**src/rtl/rss_pkg.sv**
```systemverilog
`timescale 1ns / 1ps
// ----------------------------------------------------------------------------
// rss_pkg
// Shared widths, register indexes and types of the rgb sharpen stream core.
// ----------------------------------------------------------------------------
package rss_pkg;

  localparam int MAX_WIDTH  = 2048;
  localparam int MAX_HEIGHT = 4096;
  localparam int COL_W      = $clog2(MAX_WIDTH);
  localparam int ROW_W      = $clog2(MAX_HEIGHT);
  localparam int CH_W       = 8;
  localparam int PIX_W      = 3 * CH_W;
  localparam int FW_W       = 12;
  localparam int FH_W       = 13;
  localparam int WGT_W      = 4;
  localparam int CFG_IDX_W  = 2;
  localparam int CFG_DATA_W = 13;

  // configuration register indexes
  localparam logic [CFG_IDX_W-1:0] CFG_FRAME_WIDTH   = 2'd0;
  localparam logic [CFG_IDX_W-1:0] CFG_FRAME_HEIGHT  = 2'd1;
  localparam logic [CFG_IDX_W-1:0] CFG_CENTRE_WEIGHT = 2'd2;
  localparam logic [CFG_IDX_W-1:0] CFG_MAX_LEVEL     = 2'd3;

  typedef logic [PIX_W-1:0] pix_t;
  typedef logic [2:0][2:0][PIX_W-1:0] win_t;

  // one pixel step handed from the window stage to the result stage
  typedef struct packed {
    win_t             win;
    logic [ROW_W-1:0] row;
    logic [COL_W-1:0] col;
    logic             last_row;
    logic             last_col;
  } step_t;

endpackage

```
**src/rtl/rss_if.sv**
```systemverilog


interface rss_res_if;
  logic        valid;
  logic        ready;
  logic [7:0]  out_red;
  logic [7:0]  out_green;
  logic [7:0]  out_blue;
  logic [11:0] out_row;
  logic [10:0] out_col;
  logic        out_last_of_run;
  logic        out_end_of_frame;

  modport source (output valid, out_red, out_green, out_blue, out_row, out_col,
                  out_last_of_run, out_end_of_frame, input ready);
  modport sink   (input valid, out_red, out_green, out_blue, out_row, out_col,
                  out_last_of_run, out_end_of_frame, output ready);
endinterface

```
**src/rtl/rss_emit.sv**
```systemverilog
`timescale 1ns / 1ps
// ----------------------------------------------------------------------------
// rss_emit
// Sequences up to four results per pixel step, filters and clamps them.
// ----------------------------------------------------------------------------
module rss_emit (
  input  logic                     clk_i,
  input  logic                     rst_ni,
  input  logic [rss_pkg::WGT_W-1:0] centre_weight_i,
  input  logic [rss_pkg::CH_W-1:0]  max_level_i,
  input  logic                     step_valid_i,
  output logic                     step_ready_o,
  input  rss_pkg::step_t           step_i,
  rss_res_if.source                res_o
);
  import rss_pkg::*;

  logic [3:0]       mask_q, mask_d, pick, rest;
  step_t            st_q;
  logic             emit, last, bot, rgt, top_b, left_b;
  logic [1:0]       rr, cc;
  pix_t             ce, up, dn, lf, rt;
  logic [CH_W-1:0]  res [3];
  logic             o_valid_q;
  logic [CH_W-1:0]  o_red_q, o_green_q, o_blue_q;
  logic [ROW_W-1:0] o_row_q;
  logic [COL_W-1:0] o_col_q;
  logic             o_last_q, o_eof_q;
  logic [ROW_W-1:0] o_row_d;
  logic [COL_W-1:0] o_col_d;

  // result kinds: bit0 upper-left, bit1 bottom-left, bit2 upper-right,
  // bit3 bottom-right
  always_comb begin
    mask_d[0] = (step_i.col != '0) && (step_i.row != '0);
    mask_d[1] = (step_i.col != '0) && step_i.last_row;
    mask_d[2] = step_i.last_col && (step_i.row != '0);
    mask_d[3] = step_i.last_col && step_i.last_row;
  end

  assign pick = mask_q & (~mask_q + 4'd1);
  assign rest = mask_q & ~pick;
  assign last = rest == '0;
  assign emit = (mask_q != '0) && (!o_valid_q || res_o.ready);
  assign step_ready_o = (mask_q == '0) || (emit && last);

  // operand selection for the picked kind
  always_comb begin
    bot    = pick[1] | pick[3];
    rgt    = pick[2] | pick[3];
    rr     = bot ? 2'd2 : 2'd1;
    cc     = rgt ? 2'd2 : 2'd1;
    top_b  = bot ? (st_q.row == '0) : (st_q.row == ROW_W'(1));
    left_b = rgt ? (st_q.col == '0) : (st_q.col == COL_W'(1));
    ce     = st_q.win[rr][cc];
    up     = top_b ? ce : st_q.win[rr-2'd1][cc];
    dn     = bot ? ce : st_q.win[2][cc];
    lf     = left_b ? ce : st_q.win[rr][cc-2'd1];
    rt     = rgt ? ce : st_q.win[rr][2];
    o_row_d = bot ? st_q.row : st_q.row - ROW_W'(1);
    o_col_d = rgt ? st_q.col : st_q.col - COL_W'(1);
  end

  // per channel weighted centre minus the four neighbours, clamped
  always_comb begin
    logic signed [13:0] v;
    for (int k = 0; k < 3; k++) begin
      v = $signed({2'b0, 12'(centre_weight_i) * 12'(ce[k*CH_W +: CH_W])})
        - $signed({6'b0, up[k*CH_W +: CH_W]}) - $signed({6'b0, dn[k*CH_W +: CH_W]})
        - $signed({6'b0, lf[k*CH_W +: CH_W]}) - $signed({6'b0, rt[k*CH_W +: CH_W]});
      if (v < 0) res[k] = '0;
      else if (v > $signed({6'b0, max_level_i})) res[k] = max_level_i;
      else res[k] = v[CH_W-1:0];
    end
  end

  // control state and output register
  always_ff @(posedge clk_i or negedge rst_ni) begin
    if (!rst_ni) begin
      mask_q    <= '0;
      o_valid_q <= 1'b0;
    end else begin
      if (step_valid_i && step_ready_o) mask_q <= mask_d;
      else if (emit) mask_q <= rest;
      if (emit) o_valid_q <= 1'b1;
      else if (res_o.ready) o_valid_q <= 1'b0;
    end
  end

  always_ff @(posedge clk_i) begin
    if (step_valid_i && step_ready_o) st_q <= step_i;
    if (emit) begin
      o_red_q   <= res[0];
      o_green_q <= res[1];
      o_blue_q  <= res[2];
      o_row_q   <= o_row_d;
      o_col_q   <= o_col_d;
      o_last_q  <= last;
      o_eof_q   <= pick[3];
    end
  end

  assign res_o.valid            = o_valid_q;
  assign res_o.out_red          = o_red_q;
  assign res_o.out_green        = o_green_q;
  assign res_o.out_blue         = o_blue_q;
  assign res_o.out_row          = o_row_q;
  assign res_o.out_col          = o_col_q;
  assign res_o.out_last_of_run  = o_last_q;
  assign res_o.out_end_of_frame = o_eof_q;

endmodule

```
**src/flat_wrapper.sv**
```systemverilog
// flat-port wrapper written by rule: the top's interface ports become plain ports
module rss_emit_flat import rss_pkg::*;
  (clk_i, rst_ni, centre_weight_i, max_level_i, step_valid_i, step_ready_o, step_i, res_o_valid, res_o_out_red, res_o_out_green, res_o_out_blue, res_o_out_row, res_o_out_col, res_o_out_last_of_run, res_o_out_end_of_frame, res_o_ready);
  rss_res_if res_o_i ();
  input  logic clk_i;
  input  logic rst_ni;
  input  logic [rss_pkg::WGT_W-1:0] centre_weight_i;
  input  logic [rss_pkg::CH_W-1:0] max_level_i;
  input  logic step_valid_i;
  output logic step_ready_o;
  input  rss_pkg::step_t step_i;
  output wire logic [$bits(res_o_i.valid)-1:0] res_o_valid;
  output wire logic [$bits(res_o_i.out_red)-1:0] res_o_out_red;
  output wire logic [$bits(res_o_i.out_green)-1:0] res_o_out_green;
  output wire logic [$bits(res_o_i.out_blue)-1:0] res_o_out_blue;
  output wire logic [$bits(res_o_i.out_row)-1:0] res_o_out_row;
  output wire logic [$bits(res_o_i.out_col)-1:0] res_o_out_col;
  output wire logic [$bits(res_o_i.out_last_of_run)-1:0] res_o_out_last_of_run;
  output wire logic [$bits(res_o_i.out_end_of_frame)-1:0] res_o_out_end_of_frame;
  input wire logic [$bits(res_o_i.ready)-1:0] res_o_ready;
  assign res_o_valid = res_o_i.valid;
  assign res_o_out_red = res_o_i.out_red;
  assign res_o_out_green = res_o_i.out_green;
  assign res_o_out_blue = res_o_i.out_blue;
  assign res_o_out_row = res_o_i.out_row;
  assign res_o_out_col = res_o_i.out_col;
  assign res_o_out_last_of_run = res_o_i.out_last_of_run;
  assign res_o_out_end_of_frame = res_o_i.out_end_of_frame;
  assign res_o_i.ready = res_o_ready;
  rss_emit u_core (.clk_i(clk_i), .rst_ni(rst_ni), .centre_weight_i(centre_weight_i), .max_level_i(max_level_i), .step_valid_i(step_valid_i), .step_ready_o(step_ready_o), .step_i(step_i), .res_o(res_o_i));
endmodule
```
**config.mk**
```make
export PLATFORM = sky130hd
export DESIGN_NAME = rss_emit_flat
export DESIGN_NICKNAME = d
export VERILOG_FILES = /design/src/rtl/rss_pkg.sv /design/src/rtl/rss_if.sv /design/src/rtl/rss_emit.sv /design/src/flat_wrapper.sv
export SDC_FILE = /design/constraint.sdc
export NUM_CORES = 1
export LEC_CHECK = 0
export BUFFER_PORTS_ARGS = -buffer_cell sky130_fd_sc_hd__clkbuf_2
export CORE_MARGIN = 1.5
export CORE_UTILIZATION = 50
export CTS_CLUSTER_SIZE = 10
export DETAILED_ROUTE_END_ITERATION = 8
export HOLD_SLACK_MARGIN = 0.12
export PLACE_DENSITY = 0.79
export SKIP_CTS_REPAIR_TIMING = 1
export SLEW_MARGIN = 10
export SYNTH_ARGS = -nofsm -noshare
export SYNTH_HDL_FRONTEND = slang
export SYNTH_SLANG_ARGS = --single-unit
export TNS_END_PERCENT = 10
```
**constraint.sdc**
```tcl
create_clock -name clk_i -period 17.8 [get_ports clk_i]
set_input_delay 2.67 -clock clk_i [delete_from_list [all_inputs] [get_ports clk_i]]
set_output_delay 2.67 -clock clk_i [all_outputs]
set_load 0.05 [all_outputs]
```
After elaboration in Yosys (flattened, before gate mapping)

Cells that the tools add are included.

Memory bits (writable): 0
Memories: 0
Bits in read-only memories: 0
Logic and storage cells: 106
Bits of input ports: 257
Register bits after elaboration: 293
Latch bits: 0

Bitwise logic cells: 6
Shift-type cells: 0
Mux-type cells: 29
Add/subtract/negate cells: 17
Eq/ne operators: 2
Multiply operators: 3
Div/mod/pow operators: 0
Magnitude comparators: 10
Reduce and logical (&&, ||, !) cells: 19

Operators by type and width:

| kind                                                                          | count |
|---|---|
| 72-bit binary-select mux with 2-bit select                                    | 2 |
| 24-bit binary-select mux with 2-bit select                                    | 4 |
| 24-bit two-way mux                                                            | 8 |
| 72-bit two-way mux                                                            | 2 |
| 14-bit by 9-bit subtractor with 14-bit output                                 | 9 |
| 14-bit by 9-bit > comparator with 1-bit output                                | 3 |
| 14-bit by 1-bit less-than comparator with 1-bit output, second input constant | 3 |
| 12-bit by 8-bit subtractor with 13-bit output                                 | 3 |
| 4-bit by 8-bit multiplier with 12-bit output                                  | 3 |
| 8-bit two-way mux                                                             | 3 |
| 12-bit by 1-bit == test with 1-bit output, second input constant              | 1 |
| 12-bit logical NOT                                                            | 1 |
| 2-bit by 3-bit less-than comparator with 1-bit output, second input constant  | 4 |
| 12-bit two-way mux                                                            | 1 |
| 12-bit nonzero test                                                           | 1 |
| 12-bit by 1-bit subtractor with 12-bit output, second input constant          | 1 |
| 11-bit by 1-bit == test with 1-bit output, second input constant              | 1 |
| 11-bit logical NOT                                                            | 1 |
| 11-bit two-way mux                                                            | 1 |
| 11-bit nonzero test                                                           | 1 |
| 11-bit by 1-bit subtractor with 11-bit output, second input constant          | 1 |
| 4-bit AND                                                                     | 2 |
| 4-bit logical NOT                                                             | 2 |
| 4-bit two-way mux                                                             | 2 |
| 11 further kinds                                                              | 26 |

Logic depth before layout (Yosys ltp)

Gate-level depths: netlist of run 1.

Depth in word-level cells: 17
Gate-level depth with buffers: 35
Gate-level depth less buffers: 32

Worst setup path before layout of run 1

OpenSTA, ideal clock, no wires.

Path kind: in2reg
From: input port res_o_ready
To: register u_core.mask_q[1]
Arrival time: 14.297 ns
Data required time: 17.734 ns
Setup time: 0.066 ns
Path slack: 3.437 ns
Path buffers: 0
Cell stages on the path: 7
Cells stage by stage: nor2b_1 > maj3_1 > o21a_1 > o22a_1 > nor2b_1 > o41a_1 > a22o_1

Cells in the longest elaborated chain, start to end: 6
Elaborated cells on any way between the ends: 7
Classes of those cells: mux: 1; reduce/logical: 6

Ends and longest elaborated chain:

| what                                                           | RTL line           | RTL |
|---|---|---|
| start, declared                                                | flat_wrapper.sv:20 | `input wire logic [$bits(res_o_i.ready)-1:0] res_o_ready;` |
| 1-bit logical OR (*)                                           | rss_emit.sv:44     | `assign emit = (mask_q != '0) && (!o_valid_q \|\| res_o.ready);` |
| 1-bit logical AND (*)                                          | rss_emit.sv:44     |  |
| 1-bit logical AND                                              | rss_emit.sv:45     | `assign step_ready_o = (mask_q == '0) \|\| (emit && last);` |
| 1-bit logical OR                                               | rss_emit.sv:45     |  |
| 1-bit logical AND                                              | rss_emit.sv:83     | `if (step_valid_i && step_ready_o) mask_q <= mask_d;` |
| 4-bit two-way mux / 2-bit nonzero test (equally long branches) | --                 |  |
| end signal, assigned                                           | rss_emit.sv:83     |  |
| end signal, assigned                                           | rss_emit.sv:84     | `else if (emit) mask_q <= rest;` |
| end, declared                                                  | rss_emit.sv:18     | `logic [3:0] mask_q, mask_d, pick, rest;` |

Mark *: on every way between the ends. The rest lies on a longest branch, timed or not.
A chain may end at the register's enable or synchronous reset.

Worst setup path after layout of run 1

From: register u_core.mask_q[2]
To: register u_core.o_green_q[0] (netlist: u_core.res_o.out_green[0]) (data pin)

Cells in the longest elaborated chain, start to end: 17
Elaborated cells on any way between the ends: 35
Classes of those cells: add/sub: 7; mul: 1; order compare: 2; mux: 21; bitwise: 4

Ends and longest elaborated chain:

| what                                                                                   | RTL line       | RTL |
|---|---|---|
| 4-bit inverter                                                                         | rss_emit.sv:41 | `assign pick = mask_q & (~mask_q + 4'd1);` |
| 4-bit by 1-bit adder with 4-bit output                                                 | rss_emit.sv:41 |  |
| 4-bit AND (*)                                                                          | rss_emit.sv:41 |  |
| branches (longest 11 deep; another with 14-bit by 9-bit subtractor with 14-bit output) | --             |  |
| 14-bit by 9-bit subtractor with 14-bit output (*)                                      | rss_emit.sv:70 | `- $signed({6'b0, lf[k*CH_W +: CH_W]}) - $signed({6'b0, rt[k*CH_W +: CH_W]});` |
| 14-bit by 9-bit > comparator with 1-bit output                                         | rss_emit.sv:72 | `else if (v > $signed({6'b0, max_level_i})) res[k] = max_level_i;` |
| 8-bit two-way mux                                                                      | rss_emit.sv:72 |  |
| end signal, assigned                                                                   | rss_emit.sv:94 | `o_green_q <= res[1];` |
| end, declared                                                                          | rss_emit.sv:25 | `logic [CH_W-1:0] o_red_q, o_green_q, o_blue_q;` |

Mark *: on every way between the ends. The select of a mux whose other input is x is not followed.

==> results of run 1 <==
-- stage by stage --
| stage | hold slack (ps) | std cells |
|---|---|---|
| 6_report | 590 | 2512 |
| 5_1_grt | 597 | 2512 |
| 4_1_cts | 590 | 2512 |
| 3_5_place_dp | 588 | 2456 |
| 3_3_place_gp | 559 | 2456 |
| 2_1_floorplan | 540 | 1707 |
-- cells in the final DEF, fill, tap and decap left out, types with 8 or more instances in the layout --
| cell | count |
|---|---|
| sky130_fd_sc_hd__clkbuf_2 | 283 |
| sky130_fd_sc_hd__nand2_1 | 268 |
| sky130_fd_sc_hd__edfxtp_1 | 264 |
| sky130_fd_sc_hd__inv_1 | 180 |
| sky130_fd_sc_hd__ha_1 | 131 |
| sky130_fd_sc_hd__fa_1 | 105 |
| sky130_fd_sc_hd__and2_1 | 56 |
| sky130_fd_sc_hd__nor2_1 | 52 |
| sky130_fd_sc_hd__mux2i_1 | 50 |
| sky130_fd_sc_hd__a21oi_1 | 48 |
| sky130_fd_sc_hd__nand3_1 | 38 |
| sky130_fd_sc_hd__xnor2_1 | 38 |
| sky130_fd_sc_hd__mux4_2 | 37 |
| sky130_fd_sc_hd__o21ai_0 | 37 |
| sky130_fd_sc_hd__clkbuf_16 | 31 |
| sky130_fd_sc_hd__xor2_1 | 28 |
| sky130_fd_sc_hd__a31oi_1 | 25 |
| sky130_fd_sc_hd__nor3_1 | 23 |
| sky130_fd_sc_hd__clkbuf_1 | 23 |
| sky130_fd_sc_hd__mux2_2 | 21 |
| sky130_fd_sc_hd__nand4_1 | 21 |
| sky130_fd_sc_hd__nor2b_1 | 17 |
| sky130_fd_sc_hd__a211oi_1 | 16 |
| sky130_fd_sc_hd__o31ai_1 | 15 |
| sky130_fd_sc_hd__a21o_1 | 14 |
| sky130_fd_sc_hd__or3_1 | 14 |
| sky130_fd_sc_hd__o21a_1 | 13 |
| sky130_fd_sc_hd__buf_4 | 13 |
| sky130_fd_sc_hd__nor4_1 | 12 |
| sky130_fd_sc_hd__and3_1 | 11 |
| sky130_fd_sc_hd__a311oi_1 | 8 |
-- layout make-up --
class / count / area, µm²
flip-flops and latches: 269 / 8050
clock inverters: 1 / 8.76
well taps: 511 / 639
multi-input cells: 1200 / 10200
repair buffers: 296 / 1510
fillers: 3077 / 15700
inverters: 180 / 676
clock buffers: 55 / 876
-- critical path: cells and delay by family (launching register included) --
kind / cells / cell delay [ps]
simple gates: 5 / 1220
xor+xnor: 2 / 400
buf+inv: 6 / 1800
mux: 1 / 410
compound gates: 10 / 2110
flops: 1 / 510
fa+ha+maj: 7 / 2830
-- sequential cells by signal, indices dropped and copies added, names as in the netlist --
register,count
u_core.mask_q,4
u_core.res_o.out_blue,8
u_core.res_o.out_col,11
u_core.res_o.out_end_of_frame,1
u_core.res_o.out_green,8
u_core.res_o.out_last_of_run,1
u_core.res_o.out_red,8
u_core.res_o.out_row,12
u_core.res_o.valid,1
u_core.st_q,215
-- cell families after synthesis --
| group | count (synthesis) |
|---|---|
| AND/OR/NAND/NOR | 546 |
| flip-flops | 269 |
| AO/OA/AOI/OAI | 241 |
| buffers and inverters | 238 |
| adder cells (fa/ha/maj) | 238 |
| multiplexers | 108 |
| XOR/XNOR | 67 |
-- path summary, 6_finish.rpt --
check / cells past startpoint / startpoint / slack (ps) / end
max reg2reg: 31 / u_core.mask_q[2] / 8210 / u_core.res_o.out_green[0]
min reg2reg: 1 / u_core.st_q[22] / 590 / u_core.res_o.out_row[9]
min in group asynchronous: 1 / rst_ni / 1910 / u_core.mask_q[3]
max: 31 / u_core.mask_q[2] / 8210 / u_core.res_o.out_green[0]
max in group asynchronous: 1 / rst_ni / 15750 / u_core.mask_q[1]
min: 1 / u_core.st_q[22] / 590 / u_core.res_o.out_row[9]
-- routing by layer --
metal,part of all wire [%],vias to the layer above,GRT usage (%),wire length (µm)
met2,47,591,41.1,22800
met3,8.4,87,5.97,4100
met5,0,-,0,0
met4,2.4,0,6.87,1160
met1,43,6973,33.7,20900
li1,-,6654,-,-
==> load_flow_metrics.sql, run 1 <==
INSERT INTO impl_metrics (metric_group, metric, value, unit) VALUES
('clock_tree', 'clkSlewWorstSetupHoldPaths', '50', 'ps'),
('floorplanning', 'std_cell_rows', '71', ''),
('logic_synthesis', 'synthDominantCellAreaShare', '41.4', '%'),
('logic_synthesis', 'synthArstFlopShare', '1.86', '%'),
('critical_path', 'cp_slowest_stage_delay', '640', 'ps'),
('global_routing', 'pin_count_of_the_biggest_net_entering_global_routing', '81', ''),
('critical_path', 'worstPathRequired', '18120', 'ps'),
('clock_tree', 'cts_root_buffer', 'sky130_fd_sc_hd__clkbuf_16', ''),
('logic_synthesis', 'avgSynthCellArea', '11.2', 'µm²'),
('drt', 'final_antenna_net_count', '0', ''),
('critical_path', 'critical_path.max_fanout', '41', ''),
('logic_synthesis', 'combinational_family_with_the_most_area_after_synthesis', 'adder cells', ''),
('placed_design', 'place_worst_setup_slack', '8350', 'ps'),
('sta', 'setup_violations', '0', ''),
('logic_synthesis', 'yosysUniqueCellTypes', '76', ''),
('global_routing', 'total_routing_usage_gr', '25.2', '%'),
('logic_synthesis', 'synth_top_cells_by_count', 'sky130_fd_sc_hd__nand2_1 (268), sky130_fd_sc_hd__edfxtp_1 (264), sky130_fd_sc_hd__inv_1 (180), sky130_fd_sc_hd__ha_1 (131), sky130_fd_sc_hd__fa_1 (105)', ''),
('sta', 'final-hold-violation-count', '0', ''),
('logic_synthesis', 'synth_adder_area_share', '19.6', '%'),
('layout', 'fraction_of_final_layout_cells_sized_beyond_drive_strength_1', '20.8', '%'),
('global_routing', 'grt_antenna_before_repair', '0', ''),
('logic_synthesis', 'syn-instance-count', '1707', ''),
('floorplanning', 'initial_core_util', '50.9', '%'),
('drt', 'firstDrtPassIters', '5', ''),
('critical_path', 'end_kind', 'flip-flop', ''),
('clock_tree', 'worstSkewPairLatency', '580', 'ps'),
('global_routing', 'grt_pass1_vias', '14631', ''),
('logic_synthesis', 'synth_xor_xnor_area_share', '3.10', '%'),
('layout', 'final_net_count', '2471', ''),
('sta', 'post-route-min-period', '9590', 'ps'),
('clock_tree', 'clkSinkCount', '269', ''),
('logic_synthesis', 'synth_compound_gate_area_share', '8.88', '%'),
('outcome', 'outcome', 'finished clean', ''),
('sta', 'post-route-period-util', '53.9', '%'),
('clock_tree', 'cts_inserted_buffers', '31', ''),
('clock_tree', 'htreeDepth', '1', ''),
('sta', 'timing.clock.skew', '16.7', 'ps'),
('global_routing', 'grt_first_pass_wirelength', '77400', 'µm'),
('layout', 'final_core_util', '58.4', '%'),
('layout', 'antenna_cells_inserted', '0', ''),
('floorplanning', 'design.die.area', '39500', 'µm²'),
('sta', 'slew_headroom', '30.9', '%'),
('drt', 'route.vias.total', '14305', ''),
('logic_synthesis', 'yosys.area_share.simple', '13.4', '%'),
('sta', 'finalSetupTns', '0', 'ps'),
('floorplanning', 'die_w', '199', 'µm'),
('sta', 'tightestPinTransition', '1030', 'ps'),
('placed_design', 'hpwl', '37500', 'µm'),
('floorplanning', 'fp.dieH', '199', 'µm'),
('sta', 'slew_viol_final', '0', ''),
('layout', 'syn2layout_area_growth', '14.8', '%'),
('drt', 'drc_errors', '0', ''),
('layout', 'layout.cell_area.non_filler', '22000', 'µm²'),
('logic_synthesis', 'synth_edf_count', '264', ''),
('floorplanning', 'core', '37700', 'µm²'),
('critical_path', 'worstPathArrival', '9910', 'ps'),
('critical_path', 'criticalPathCategory', 'reg2reg', ''),
('logic_synthesis', 'muxShareOfSynthArea', '8.19', '%'),
('floorplanning', 'ioPinCount', '308', ''),
('logic_synthesis', 'synth_fp_nets', '2200', ''),
('flow_run', 'drv.max_cap_violation_count', '0', ''),
('sta', 'achievable-frequency', '0.104', 'GHz'),
('clock_tree', 'cts_buffer_depth', '3', ''),
('logic_synthesis', 'synth.yosys.seq_area_share', '42.0', '%'),
('logic_synthesis', 'synth_seq_cells', '269', ''),
('critical_path', 'cp-start-kind', 'flip-flop', ''),
('min_path', 'timing.hold.worst.class', 'reg2reg', ''),
('clock_tree', 'cts_tree', 'yes', ''),
('placed_design', 'finalWeightedCongestion', '0.924', ''),
('sta', 'timing.final.ws_setup', '8210', 'ps'),
('sta', 'rsz0062_at_grt', 'false', '');
Power of run 1 is not shown: default switching activity piles up to over one toggle a cycle in this logic, so the estimate is an artifact.
==> run 2: changes to the inputs <==
- ABC_AREA: default -> 1
- PLACE_DENSITY: 0.79 -> 0.82
- clock period: 17.8 -> 8.59 ns (I/O delays scaled with it)
==> load_flow_metrics.sql, run 2 <==
INSERT INTO impl_metrics (metric_group, metric, value, unit) VALUES
('critical_path', 'ff_to_ff_start', 'u_core.mask_q[1]', ''),
('critical_path', 'cp_max_delay_cell', 'sky130_fd_sc_hd__fa_1', ''),
('sta', 'finalSetupTns', '0', 'ps'),
('global_routing', 'grt_antenna_before_repair', '1', ''),
('clock_tree', 'clkSinkCount', '269', ''),
('clock_tree', 'cts_buffer_depth', '3', ''),
('critical_path', 'critical_path.startpoint', 'u_core.mask_q[1]', ''),
('critical_path', 'cp_slowest_stage_delay', '490', 'ps'),
('global_routing', 'grt.overflow.total', '0', ''),
('drt', 'final_antenna_net_count', '0', ''),
('floorplanning', 'fp.dieH', '200', 'µm'),
('floorplanning', 'design.die.area', '39900', 'µm²'),
('placed_design', 'finalWeightedCongestion', '0.909', ''),
('critical_path', 'criticalPathCategory', 'reg2reg', ''),
('sta', 'rsz0062_at_grt', 'false', ''),
('sta', 'slew_headroom', '25.0', '%'),
('logic_synthesis', 'synth_area_leader_cell', 'sky130_fd_sc_hd__edfxtp_1', ''),
('logic_synthesis', 'synth_edf_count', '264', ''),
('sta', 'setup_violations', '0', ''),
('layout', 'antenna_cells_inserted', '0', ''),
('clock_tree', 'htreeDepth', '2', ''),
('sta', 'timing.clock.skew', '17.3', 'ps'),
('sta', 'post-route-period-util', '91.1', '%'),
('floorplanning', 'initial_core_util', '51.0', '%'),
('critical_path', 'end_kind', 'flip-flop', ''),
('critical_path', 'critical-path-top-cell-by-count', 'sky130_fd_sc_hd__nand2_1', ''),
('global_routing', 'grt_first_pass_wirelength', '79300', 'µm'),
('outcome', 'outcome', 'finished clean', ''),
('critical_path', 'ff2ff_path_depth', '36', ''),
('floorplanning', 'ioPinCount', '308', ''),
('logic_synthesis', 'avgSynthCellArea', '9.05', 'µm²'),
('floorplanning', 'die_w', '200', 'µm'),
('logic_synthesis', 'yosysWarnings', '0', ''),
('drt', 'wl_per_cell', '17.3', 'µm'),
('critical_path', 'cp-start-kind', 'flip-flop', ''),
('flow_run', 'drv.max_cap_violation_count', '0', ''),
('layout', 'syn2layout_area_growth', '15.1', '%'),
('floorplanning', 'core', '37900', 'µm²'),
('layout', 'final_cell_mix', 'sky130_fd_sc_hd__nand2_1 (478), sky130_fd_sc_hd__inv_1 (336), sky130_fd_sc_hd__clkbuf_2 (283)', ''),
('critical_path', 'critical_path.max_fanout', '97', ''),
('drt', 'vias_per_cell', '5.36', ''),
('placed_design', 'hpwl', '40500', 'µm'),
('sta', 'slew_viol_final', '0', ''),
('clock_tree', 'cts_inserted_buffers', '34', ''),
('drt', 'route.vias.total', '15759', ''),
('layout', 'fraction_of_final_layout_cells_sized_beyond_drive_strength_1', '15.8', '%'),
('clock_tree', 'worstSkewPairLatency', '540', 'ps'),
('placed_design', 'port-buffer-count', '283', ''),
('sta', 'final-hold-violation-count', '0', ''),
('sta', 'tightestPinTransition', '1120', 'ps'),
('logic_synthesis', 'synth_top_cells_by_count', 'sky130_fd_sc_hd__nand2_1 (479), sky130_fd_sc_hd__inv_1 (336), sky130_fd_sc_hd__edfxtp_1 (264), sky130_fd_sc_hd__nor2_1 (198), sky130_fd_sc_hd__ha_1 (131)', ''),
('logic_synthesis', 'synth_area', '19400', 'µm²'),
('drt', 'drtIter0Drc', '1582', ''),
('critical_path', 'worstPathRequired', '8870', 'ps'),
('drt', 'finalWirelength', '51000', 'µm'),
('logic_synthesis', 'syn-instance-count', '2140', ''),
('global_routing', 'pin_count_of_the_biggest_net_entering_global_routing', '196', ''),
('global_routing', 'total_routing_usage_gr', '25.9', '%'),
('clock_tree', 'cts_root_buffer', 'sky130_fd_sc_hd__clkbuf_16', ''),
('logic_synthesis', 'synth.yosys.seq_area_share', '41.6', '%'),
('global_routing', 'grt_pass1_vias', '15169', ''),
('logic_synthesis', 'yosysUniqueCellTypes', '50', ''),
('layout', 'final_net_count', '2913', ''),
('critical_path', 'worstPathArrival', '8100', 'ps'),
('clock_tree', 'cts_tree', 'yes', ''),
('min_path', 'worst_hold_path.num_cells', '2', ''),
('clock_tree', 'clkSlewWorstSetupHoldPaths', '50', 'ps'),
('floorplanning', 'std_cell_rows', '71', ''),
('sta', 'achievable-frequency', '0.128', 'GHz'),
('logic_synthesis', 'yosys.cell_count.top_type', 'sky130_fd_sc_hd__nand2_1', ''),
('min_path', 'worst_hold_startpoint', 'u_core.st_q[5]', ''),
('logic_synthesis', 'synthArstFlopShare', '1.86', '%'),
('logic_synthesis', 'synth_area_leaders', 'sky130_fd_sc_hd__edfxtp_1 (41%), sky130_fd_sc_hd__fa_1 (11%), sky130_fd_sc_hd__nand2_1 (9.3%)', ''),
('layout', 'registers.top_by_ff_count', 'u_core.st_q', ''),
('drt', 'firstDrtPassIters', '6', ''),
('layout', 'largest_register_ffs', '215', ''),
('logic_synthesis', 'synth_fp_nets', '2633', ''),
('logic_synthesis', 'synthFlopType', 'sky130_fd_sc_hd__edfxtp_1', ''),
('min_path', 'hold_end', 'u_core.res_o.out_col[3]', ''),
('drt', 'drc_errors', '0', ''),
('min_path', 'timing.hold.worst.class', 'reg2reg', ''),
('logic_synthesis', 'synthDominantCellAreaShare', '40.9', '%'),
('critical_path', 'crit-reg2reg-capture', 'u_core.res_o.out_blue[7]', ''),
('layout', 'mostFrequentLayoutCell', 'sky130_fd_sc_hd__nand2_1', ''),
('critical_path', 'reg2reg_setup_slack', '770', 'ps'),
('logic_synthesis', 'synth_seq_cells', '269', ''),
('sta', 'post-route-min-period', '7820', 'ps');
-- run 2: cell types whose count changed in the layout (fill, tap and decap cells not counted), moves of 18 or more --
cell,previous run,this run
sky130_fd_sc_hd__mux4_2,37,0
sky130_fd_sc_hd__mux2_2,21,0
sky130_fd_sc_hd__a21oi_1,48,98
sky130_fd_sc_hd__mux2i_1,50,13
sky130_fd_sc_hd__and2_1,56,0
sky130_fd_sc_hd__o21ai_1,4,42
sky130_fd_sc_hd__o21ai_0,37,95
sky130_fd_sc_hd__o211ai_1,2,22
sky130_fd_sc_hd__inv_1,180,336
sky130_fd_sc_hd__nand3_1,38,98
sky130_fd_sc_hd__clkbuf_1,23,5
sky130_fd_sc_hd__nand2_1,268,478
sky130_fd_sc_hd__nor2_1,52,197
-- run 2: worst max-delay path by stage --
stage	to	slack (ps)	depth (start not counted)
after CTS	u_core.res_o.out_blue[7]	840	36
after detailed placement	u_core.res_o.out_blue[7]	880	36
final	u_core.res_o.out_blue[7]	770	36
after global placement	u_core.res_o.out_green[7]	1010	31
after floorplan	u_core.mask_q[1]	330	6
after global routing	u_core.res_o.out_red[0]	300	33
-- run 2: metal layers --
layer | wire length (µm) | share of wire, % | track usage (%)
met1 | 22700 | 44 | 37.2
met2 | 22300 | 44 | 39.4
met3 | 4500 | 8.8 | 4.96
met4 | 1540 | 3.0 | 8.80
met5 | 9 | 0.018 | 0
-- run 2: critical path: cells and delay by family, from the launching register on --
family	cells	cell delay, ps
AO/OA/AOI/OAI	7	1370
XOR/XNOR	2	420
adder cells (fa/ha/maj)	7	2890
buffers and inverters	4	770
flip-flops	1	430
AND/OR/NAND/NOR	16	1630
-- run 2: logic make-up (layout without fill, tap and decap cells) --
family / count (synthesis) / count (layout) / synth area share [%]
adders and majority gates: 236 / 236 / 19.3
AOI/OAI and AO/OA: 316 / 316 / 9.24
DFF: 269 / 269 / 41.6
muxes: 13 / 13 / 0.672
and+or+nand+nor: 841 / 841 / 18.1
buffers and inverters: 402 / 693 / 8.19
xor gates and xnor gates: 63 / 63 / 2.85
-- run 2: area by class of cell --
cell class	instances	area, µm²
fillers	3251	15600
multi-input cells	1469	9750
flip-flops and latches	269	8050
repair buffers	303	1600
inverters	343	1290
clock buffers	40	895
well taps	511	639
clock inverters	7	60.1
-- run 2: metrics by stage --
stage / setup WS (ps) / std cells / area [µm²] / hold WS (ps) / util (%)
final: 769 / 2942 / 22300 / 572 / 58.8
after CTS: 845 / 2942 / 22300 / 550 / 58.8
after global routing: 300 / 2942 / 22300 / 567 / 58.8
after floorplan: 328 / 2140 / 19400 / 519 / -
after detailed placement: 878 / 2895 / 21300 / 561 / 56.2
after global placement: 1010 / 2895 / 21300 / 536 / 56.2
Power of run 2 is left out for the same reason.
